$ cat src/hdl/utrl_pkg.sv
// Shared types, constants and codes for the unwind table range lookup block.
// No dependencies; imported by utrl_regs, utrl_engine and the top-level module.
`timescale 1ns / 1ps
`default_nettype none
package utrl_pkg;

  localparam int MAX_ENTRIES = 4096;
  localparam int MAX_BLOCKS  = 1024;
  localparam int ENTRY_AW    = $clog2(MAX_ENTRIES);
  localparam int BLOCK_AW    = $clog2(MAX_BLOCKS);

  localparam logic [1:0] OP_WR_OFFSET = 2'd0;
  localparam logic [1:0] OP_WR_BLOCK  = 2'd1;
  localparam logic [1:0] OP_LOOKUP    = 2'd2;

  localparam logic [2:0] ST_FOUND     = 3'd0;
  localparam logic [2:0] ST_NULL      = 3'd1;
  localparam logic [2:0] ST_BAD_IDX   = 3'd2;
  localparam logic [2:0] ST_BAD_VAL   = 3'd3;
  localparam logic [2:0] ST_NOT_FOUND = 3'd4;
  localparam logic [2:0] ST_WRITE     = 3'd5;

  localparam logic [2:0] REG_TABLE_BASE  = 3'd0;
  localparam logic [2:0] REG_ENTRY_COUNT = 3'd1;
  localparam logic [2:0] REG_FAST_START  = 3'd2;
  localparam logic [2:0] REG_FAST_STOP   = 3'd3;
  localparam logic [2:0] REG_BLOCK_SHIFT = 3'd4;
  localparam logic [2:0] REG_BLOCK_COUNT = 3'd5;
  localparam logic [2:0] REG_INIT_START  = 3'd6;
  localparam logic [2:0] REG_INIT_STOP   = 3'd7;

  typedef struct packed {
    logic [63:0] table_base;
    logic [12:0] entry_count;
    logic [63:0] fast_start;
    logic [63:0] fast_stop;
    logic [5:0]  block_shift;
    logic [10:0] block_count;
    logic [63:0] init_start;
    logic [63:0] init_stop;
  } utrl_cfg_t;

  typedef struct packed {
    logic [2:0]  status;
    logic [11:0] entry_index;
  } utrl_res_t;

endpackage
`default_nettype wire

$ cat src/hdl/utrl_regs.sv
// APB-style configuration register file for the lookup block.
// Depends on utrl_pkg for the register indexes and the config struct.
`timescale 1ns / 1ps
`default_nettype none
module utrl_regs
  import utrl_pkg::*;
(
  input  wire logic        clk,
  input  wire logic        rst_n,
  input  wire logic        psel,
  input  wire logic        penable,
  input  wire logic        pwrite,
  input  wire logic [5:0]  paddr,
  input  wire logic [63:0] pwdata,
  output logic      [63:0] prdata,
  output utrl_cfg_t        cfg
);

  logic [63:0] table_base_r;
  logic [12:0] entry_count_r;
  logic [63:0] fast_start_r;
  logic [63:0] fast_stop_r;
  logic [5:0]  block_shift_r;
  logic [10:0] block_count_r;
  logic [63:0] init_start_r;
  logic [63:0] init_stop_r;
  logic        wr;
  logic [2:0]  sel;

  assign wr  = psel & penable & pwrite;
  assign sel = paddr[5:3];

  always_ff @(posedge clk) begin
    if (!rst_n) begin
      table_base_r  <= '0;
      entry_count_r <= '0;
      fast_start_r  <= '0;
      fast_stop_r   <= '0;
      block_shift_r <= 6'd8;
      block_count_r <= '0;
      init_start_r  <= '0;
      init_stop_r   <= '0;
    end else if (wr) begin
      unique case (sel)
        REG_TABLE_BASE:  table_base_r  <= pwdata;
        REG_ENTRY_COUNT: entry_count_r <= pwdata[12:0];
        REG_FAST_START:  fast_start_r  <= pwdata;
        REG_FAST_STOP:   fast_stop_r   <= pwdata;
        REG_BLOCK_SHIFT: block_shift_r <= pwdata[5:0];
        REG_BLOCK_COUNT: block_count_r <= pwdata[10:0];
        REG_INIT_START:  init_start_r  <= pwdata;
        REG_INIT_STOP:   init_stop_r   <= pwdata;
        default: ;
      endcase
    end
  end

  always_comb begin
    unique case (sel)
      REG_TABLE_BASE:  prdata = table_base_r;
      REG_ENTRY_COUNT: prdata = {51'd0, entry_count_r};
      REG_FAST_START:  prdata = fast_start_r;
      REG_FAST_STOP:   prdata = fast_stop_r;
      REG_BLOCK_SHIFT: prdata = {58'd0, block_shift_r};
      REG_BLOCK_COUNT: prdata = {53'd0, block_count_r};
      REG_INIT_START:  prdata = init_start_r;
      REG_INIT_STOP:   prdata = init_stop_r;
      default:         prdata = '0;
    endcase
  end

  assign cfg.table_base  = table_base_r;
  assign cfg.entry_count = entry_count_r;
  assign cfg.fast_start  = fast_start_r;
  assign cfg.fast_stop   = fast_stop_r;
  assign cfg.block_shift = block_shift_r;
  assign cfg.block_count = block_count_r;
  assign cfg.init_start  = init_start_r;
  assign cfg.init_stop   = init_stop_r;

endmodule
`default_nettype wire

$ cat config.mk
export PLATFORM = sky130hd
export DESIGN_NAME = utrl_regs
export DESIGN_NICKNAME = d
export VERILOG_FILES = /design/src/hdl/utrl_pkg.sv /design/src/hdl/utrl_regs.sv
export SDC_FILE = /design/constraint.sdc
export NUM_CORES = 1
export LEC_CHECK = 0
export ABC_AREA = 1
export BUFFER_PORTS_ARGS = -buffer_cell sky130_fd_sc_hd__buf_4
export CAP_MARGIN = 0
export CORE_AREA = 3 3 189 191
export CTS_CLUSTER_SIZE = 10
export DETAILED_ROUTE_END_ITERATION = 10
export DIE_AREA = 0 0 192 194
export HOLD_SLACK_MARGIN = 0.1
export PLACE_DENSITY_LB_ADDON = 0.08
export SKIP_CTS_REPAIR_TIMING = 1
export SYNTH_ARGS = -nofsm -noshare
export SYNTH_HDL_FRONTEND = slang
export SYNTH_SLANG_ARGS = --single-unit
$ cat constraint.sdc
create_clock -name clk -period 2.6 [get_ports clk]
set_clock_uncertainty 0.05 [all_clocks]
set_input_delay 0.65 -clock clk [delete_from_list [all_inputs] [get_ports clk]]
set_output_delay 0.65 -clock clk [all_outputs]
set_load 0.03 [all_outputs]
# Word-level counts from Yosys, hierarchy flattened
# Index checks and enable logic that the tools add are counted.
# W data, S select, Z words.
# totals
reg_bits	350
input_bits	75
wordCells	27
output_inout_bits	414
# classes
eq_ne	7
n_reduce_logical	9
n_bitwise	2
n_mux	1
# op_table
cell	n
$pmux W64 S8	1
$reduce_and A2 Y1	8
$eq A3 B3 Y1 const B	4
$eq A3 B2 Y1 const B	2
$eq A3 B1 Y1 const B	1
$logic_not A3 Y1	1
$and A1 B1 Y1	2

# Longest topological paths before layout
# Gate-level depths: netlist of the first run.
# logic_depth
word_depth	3
depth_mapped	8
depth_no_buf	6

# Worst setup path after synthesis of the first run
# No wires, ideal clock.
# synth_path
kind	input -> output
startpoint	in paddr[3]
endpoint	out prdata[13]
slack_ps	127
n_path_buf	3
path_stages	8
required_time_ps	1900
arrival_time_ps	1773
cell_sequence	buf_6 -> inv_1 -> buf_4 -> nand3_4 -> clkinv_1 -> buf_2 -> a21oi_1 -> nand3_1
# synth_between
elab_chain_cells	2
elab_cells_between_ends	9
cone_classes	eq/ne: 7; mux: 1; reduce/logical: 1
# synth_rtl
item	line	source
start: declaration	utrl_regs.sv:13	input wire logic [5:0] paddr,
$eq A3 B3 Y1, or another cell as far along	utrl_regs.sv:59	unique case (sel)
$pmux W64 S8 (*)	utrl_regs.sv:59	
end: declaration	utrl_regs.sv:15	output logic [63:0] prdata,
# Mark *: on every way between the ends. The rest lies on a longest branch, timed or not.

# Final worst setup path of the first run
# layout_path
startpoint	in paddr[3]
endpoint	out prdata[54]
# Same word-level chain as after synthesis.

==> flow_metrics.env, run 1 <==
export IMPL_crit_arrival_ns=1.87
export IMPL_power_mw=11.72
export IMPL_fmax_ghz=0.3892
export IMPL_clk_insertion_delay_late_ns=0.52
export IMPL_pre_cts_slack_ns=-0.02408
export IMPL_slew_headroom_pct=33.51
export IMPL_cts_max_level=2
export IMPL_vdd_drop_max_mv=0.3918
export IMPL_core_area_sq_mm=0.03429
export IMPL_ys_ff_latch=350
export IMPL_setup_ws_ns=0.03086
export IMPL_grt_pass1_vias=16067
export IMPL_worstSetupPathType="primary input to output port"
export IMPL_final_antenna_net_count=0
export IMPL_hold_viol=0
export IMPL_ys_flop_type="dfxtp_1"
export IMPL_gp_congestion=0.8784
export IMPL_grtUsageTotal_pct=31.70
export IMPL_leakage_nw=9.124
export IMPL_maxSlewViolCount=0
export IMPL_period_minus_slack_ns=2.569
export IMPL_cp_max_fo=18
export IMPL_cap_violations=0
export IMPL_syn_avg_cell_area_sq_um=6.968
export IMPL_worst_slew_pin_slew_ns=0.9950
export IMPL_synthCells=2208
export IMPL_clk_pin_slew_ns=0.06
export IMPL_utilization_pct=61.20
export IMPL_grt_max_degree=111
export IMPL_worstSetupStartpointType="primary input"
export IMPL_power_density_mw_per_mm2=558.7
export IMPL_grt_antenna_before_repair=2
export IMPL_endpoint_kind="output port"
export IMPL_die_area_sq_mm=0.03725
export IMPL_min_period_over_period_pct=98.81
export IMPL_drc_errors=0
export IMPL_grt_pass1_wl_mm=94.39
export IMPL_drtPass1Iterations=5
export IMPL_drtIter0Drc=1487
export IMPL_initial_core_util_pct=44.87
export IMPL_async_reset_ff_share_pct=0
export IMPL_nets=2709
export IMPL_top_level_ports=489
export IMPL_drive_gt1_share_pct=24.12
export IMPL_yosysTopAreaCell="dfxtp_1"
export IMPL_status="completed"
export IMPL_synth_distinct_cells=22
export IMPL_cts_buffers=41
export IMPL_cts_path_max_buffers=3
export IMPL_vias=17195
export IMPL_hold_worst_slack_ns=0.3435
export IMPL_viasPerCell=5.543
export IMPL_setup_viol=0
export IMPL_dp_hpwl_mm=40.53
export IMPL_stdcell_area_sq_mm=0.02098
export IMPL_ys_seq_area_share_pct=45.54
export IMPL_synth_area_sq_mm=0.01538
export IMPL_min_path_type="primary input to register"
export IMPL_die_y_microns=194
export IMPL_fin_tns_setup_ns=0
export IMPL_cts_sinks=350
export IMPL_port_buffer_count=485
export IMPL_synthTopCellsByArea="dfxtp_1 (46%), nor2_1 (14%), nor3_1 (9.1%)"
export IMPL_yosysTopAreaCellShare_pct=45.54
export IMPL_die_w_microns=192
export IMPL_yosysWarningCount=0
export IMPL_area_growth_pct=36.39
export IMPL_placedCellCount=3036
export IMPL_routed_wl_mm=62.82
export IMPL_gr_total_overflow=0
export IMPL_routedWlPerCell_microns=20.25
export IMPL_syn_nets=2283
export IMPL_dpl_cell_area_sq_mm=0.01969
export IMPL_num_rows=68
export IMPL_required_ns=1.90
export IMPL_rsz0062_at_grt="yes"
export IMPL_cts_tree="built"
export IMPL_cts_root_buffer="clkbuf_16"
export IMPL_synth_edf_count=0
export IMPL_stdcell_count=3102
## state kept, by name, summed over array words and instances, names as in the netlist
register       count
fast_start_r      64
fast_stop_r       64
block_count_r     11
init_stop_r       64
entry_count_r     13
table_base_r      64
block_shift_r      6
init_start_r      64
## layer usage
| layer | vias up | part of all wire, % | global-route usage [%] |
|---|---|---|---|
| li1 | 8173 | - | - |
| met1 | 8000 | 40 | 40.72 |
| met2 | 879 | 47 | 51.20 |
| met3 | 143 | 9.7 | 7.413 |
| met4 | 0 | 3.9 | 13.09 |
| met5 | - | 0 | 0 |
## worst paths after layout
kind | startpoint | to | slack [ns] | depth (start not counted)
worst max register to register | table_base_r[62] | table_base_r[62] | 1.81 | 2
worst min-delay path | pwdata[28] | init_start_r[28] | 0.34 | 3
worst max-delay path | paddr[3] | prdata[54] | 0.03 | 8
worst min register to register | block_shift_r[3] | block_shift_r[3] | 0.44 | 2
## final cells by class
cell class                      count  area (sq um)
Sequential cell                   350          7007
Multi-Input combinational cell   1538          7022
Clock inverter                      1         8.758
Tap cell                          455         569.3
Fill cell                        3185         13310
Clock buffer                       53          1114
Timing Repair Buffer              573          4763
Inverter                          130         494.2
Antenna cell                        2         5.005
## placed cells by master, fill, tap and decap left out
| master | count |
|---|---|
| nor2_1 | 567 |
| buf_4 | 535 |
| dfxtp_1 | 350 |
| nor3_1 | 280 |
| o21ai_0 | 249 |
| inv_1 | 124 |
| nand2_1 | 106 |
| a21oi_1 | 103 |
| o21ai_1 | 100 |
| nand3_1 | 72 |
| nand4_1 | 46 |
| clkbuf_16 | 46 |
| buf_12 | 31 |
| clkbuf_1 | 10 |
| nor2_4 | 6 |
| nand3_4 | 4 |
| inv_2 | 4 |
| diode_2 | 2 |
| nand3_2 | 2 |
| buf_6 | 2 |
| nand2_2 | 1 |
| inv_4 | 1 |
| clkinvlp_4 | 1 |
| nand2_4 | 1 |
| a21oi_2 | 1 |
| inv_6 | 1 |
| buf_8 | 1 |
| clkbuf_8 | 1 |
## cells by family after synthesis
family	after synthesis	share of synthesized area [%]
AO/OA/AOI/OAI	453	14.74
buffers and inverters	321	8.938
flip-flops	350	45.54
AND/OR/NAND/NOR	1084	30.78
## cells in the mapped netlist, types with 30 or more instances
| library cell | number |
|---|---|
| a21oi_1 | 104 |
| buf_1 | 30 |
| buf_2 | 59 |
| clkbuf_1 | 86 |
| dfxtp_1 | 350 |
| inv_1 | 125 |
| nand2_1 | 106 |
| nand3_1 | 72 |
| nand4_1 | 46 |
| nor2_1 | 567 |
| nor3_1 | 280 |
| o21ai_0 | 249 |
| o21ai_1 | 100 |
## power by group
part	switching, mW	internal, mW
registers	0.0643	5.44
clock network	2.15	2.95
logic	0.755	0.362
total	2.97	8.75
## critical path, cell delays in order
cell and delay (ns):
buf_8 0.11, clkinvlp_4 0.16, nand3_4 0.21, buf_12 0.20
nor2_1 0.05, a21oi_1 0.13, nand3_1 0.14, buf_4 0.20
(Power assumes the default switching activity.)
==> run 2: changes to the inputs <==
GPL_TIMING_DRIVEN = 0   (was unset)
==> run 2 against run 1 <==
Against the previous run: critical path depth up 1; global-route usage rose by 6.1 points; clock-buffer cell count shrank 6; sequential power about the same; via count increased by 8.2%; worst setup slack got worse by 0.030 ns; critical path type unchanged.
==> flow_metrics.env, run 2 (synthesis gave the netlist of run 1 again) <==
export IMPL_reg2reg_depth=2
export IMPL_dp_hpwl_mm=53.12
export IMPL_gp_congestion=0.9232
export IMPL_crit_end="prdata[22]"
export IMPL_fmax_ghz=0.3847
export IMPL_layout_commonest_cell="nor2_1"
export IMPL_worstSetupStartpointType="primary input"
export IMPL_core_area_sq_mm=0.03429
export IMPL_initial_core_util_pct=44.87
export IMPL_utilization_pct=62.68
export IMPL_cts_max_level=2
export IMPL_crit_arrival_ns=1.90
export IMPL_worstSetupPathType="primary input to output port"
export IMPL_setup_viol=0
export IMPL_cp_max_fo=10
export IMPL_worst_slew_pin_slew_ns=0.8669
export IMPL_reg2reg_from="fast_start_r[25]"
export IMPL_rsz0062_at_grt="yes"
export IMPL_slew_headroom_pct=42.21
export IMPL_cts_path_max_buffers=3
export IMPL_min_period_over_period_pct=99.97
export IMPL_nets=2820
export IMPL_setup_ws_ns=0.0008424
export IMPL_period_minus_slack_ns=2.599
export IMPL_layout_common_cells="nor2_1 (560), buf_4 (487), dfxtp_1 (350), nor3_1 (280), o21ai_0 (249)"
export IMPL_drive_gt1_share_pct=26.15
export IMPL_die_area_sq_mm=0.03725
export IMPL_stdcell_area_sq_mm=0.02149
export IMPL_grt_pass1_vias=17017
export IMPL_required_ns=1.90
export IMPL_drtPass1Iterations=6
export IMPL_grt_pass1_wl_mm=107.2
export IMPL_dpl_cell_area_sq_mm=0.01953
export IMPL_power_density_mw_per_mm2=545.1
export IMPL_grt_antenna_before_repair=1
export IMPL_drtIter0Drc=2245
export IMPL_final_antenna_net_count=0
export IMPL_num_rows=68
export IMPL_r2r_end="fast_start_r[25]"
export IMPL_endpoint_kind="output port"
export IMPL_hold_viol=0
export IMPL_viasPerCell=5.805
export IMPL_cts_buffers=41
export IMPL_min_path_type="primary input to register"
export IMPL_grtUsageTotal_pct=37.84
export IMPL_maxSlewViolCount=0
export IMPL_clk_pin_slew_ns=0.06
export IMPL_crit_path_start="paddr[4]"
export IMPL_routed_wl_mm=75.11
export IMPL_gr_total_overflow=0
export IMPL_cts_tree="built"
export IMPL_leakage_nw=9.363
export IMPL_die_y_microns=194
export IMPL_clk_insertion_delay_late_ns=0.52
export IMPL_area_growth_pct=39.70
export IMPL_vdd_drop_max_mv=0.3737
export IMPL_vias=18612
export IMPL_status="completed"
export IMPL_routedWlPerCell_microns=23.43
export IMPL_grt_max_degree=11
export IMPL_top_level_ports=489
export IMPL_port_buffer_count=476
export IMPL_pre_cts_slack_ns=-0.8021
export IMPL_r2r_slack_ns=1.72
export IMPL_drc_errors=0
export IMPL_cap_violations=0
export IMPL_die_w_microns=192
export IMPL_cts_sinks=350
export IMPL_cts_root_buffer="clkbuf_16"
==> run 2: cell count changes in the layout (fill, tap and decap cells not counted), moves of 13 or more <==
cell,delta
clkbuf_1,+61
buf_2,+50
buf_4,-48
buf_6,+37
a21oi_1,-32
buf_12,-24
a21oi_2,+19
buf_1,+19
nand3_1,-17
nand3_2,+16
a21oi_4,+13
==> run 2: worst max-delay path, stage by stage <==
cell,delay (ns)
buf_12,0.12
buf_8,0.13
nand3_4,0.13
buf_12,0.14
buf_8,0.16
nor2_1,0.06
a21oi_1,0.21
nand3_2,0.14
buf_6,0.16
==> run 2: area by class of cell <==
cell class / count / area [sq um]
Inverter: 130 / 506.7
Buffer: 191 / 1149
Multi-Input combinational cell: 1537 / 7332
Antenna cell: 1 / 2.502
Fill cell: 3153 / 12790
Timing Repair Buffer: 494 / 3864
Clock inverter: 1 / 5.005
Tap cell: 455 / 569.3
Clock buffer: 47 / 1059
Sequential cell: 350 / 7007
==> run 2: power breakdown <==
group	leakage, nW	switching, mW	total [mW]	internal [mW]
Clock	0.522	2.14	4.97	2.83
Combinational	6.02	0.875	1.24	0.365
Sequential	2.83	0.0742	5.51	5.44
Total	9.36	3.09	11.7	8.63
==> run 2: worst min-delay path by stage <==
stage                                 from          endpoint  cells past startpoint
after global placement    block_shift_r[3]  block_shift_r[3]                      2
after detailed placement  block_shift_r[3]  block_shift_r[3]                      2
after floorplan           block_shift_r[3]  block_shift_r[3]                      2
after CTS                       pwdata[22]  init_start_r[22]                      3
after global routing            pwdata[22]   fast_stop_r[22]                      3
final                           pwdata[22]  init_start_r[22]                      3
==> run 2: layer usage <==
metal | track usage, % | part of all wire, % | vias to the layer above
li1 | - | - | 8385
met1 | 48.28 | 38 | 8769
met4 | 20.18 | 5.9 | 0
met3 | 7.919 | 11 | 235
met5 | 0 | 0 | -
met2 | 59.94 | 45 | 1223
==> run 2: through the flow <==
step	power (mW)	setup TNS (ns)	hold WS, ns	cells
after CTS	11.59	-39.50	0.3464	3187
after detailed placement	6.737	-42.61	0.4362	3139
final	11.72	0	0.3568	3206
after global placement	6.725	-38.36	0.4286	3139
after floorplan	6.159	0	0.5550	2208
after global routing	11.95	-0.2959	0.3628	3206
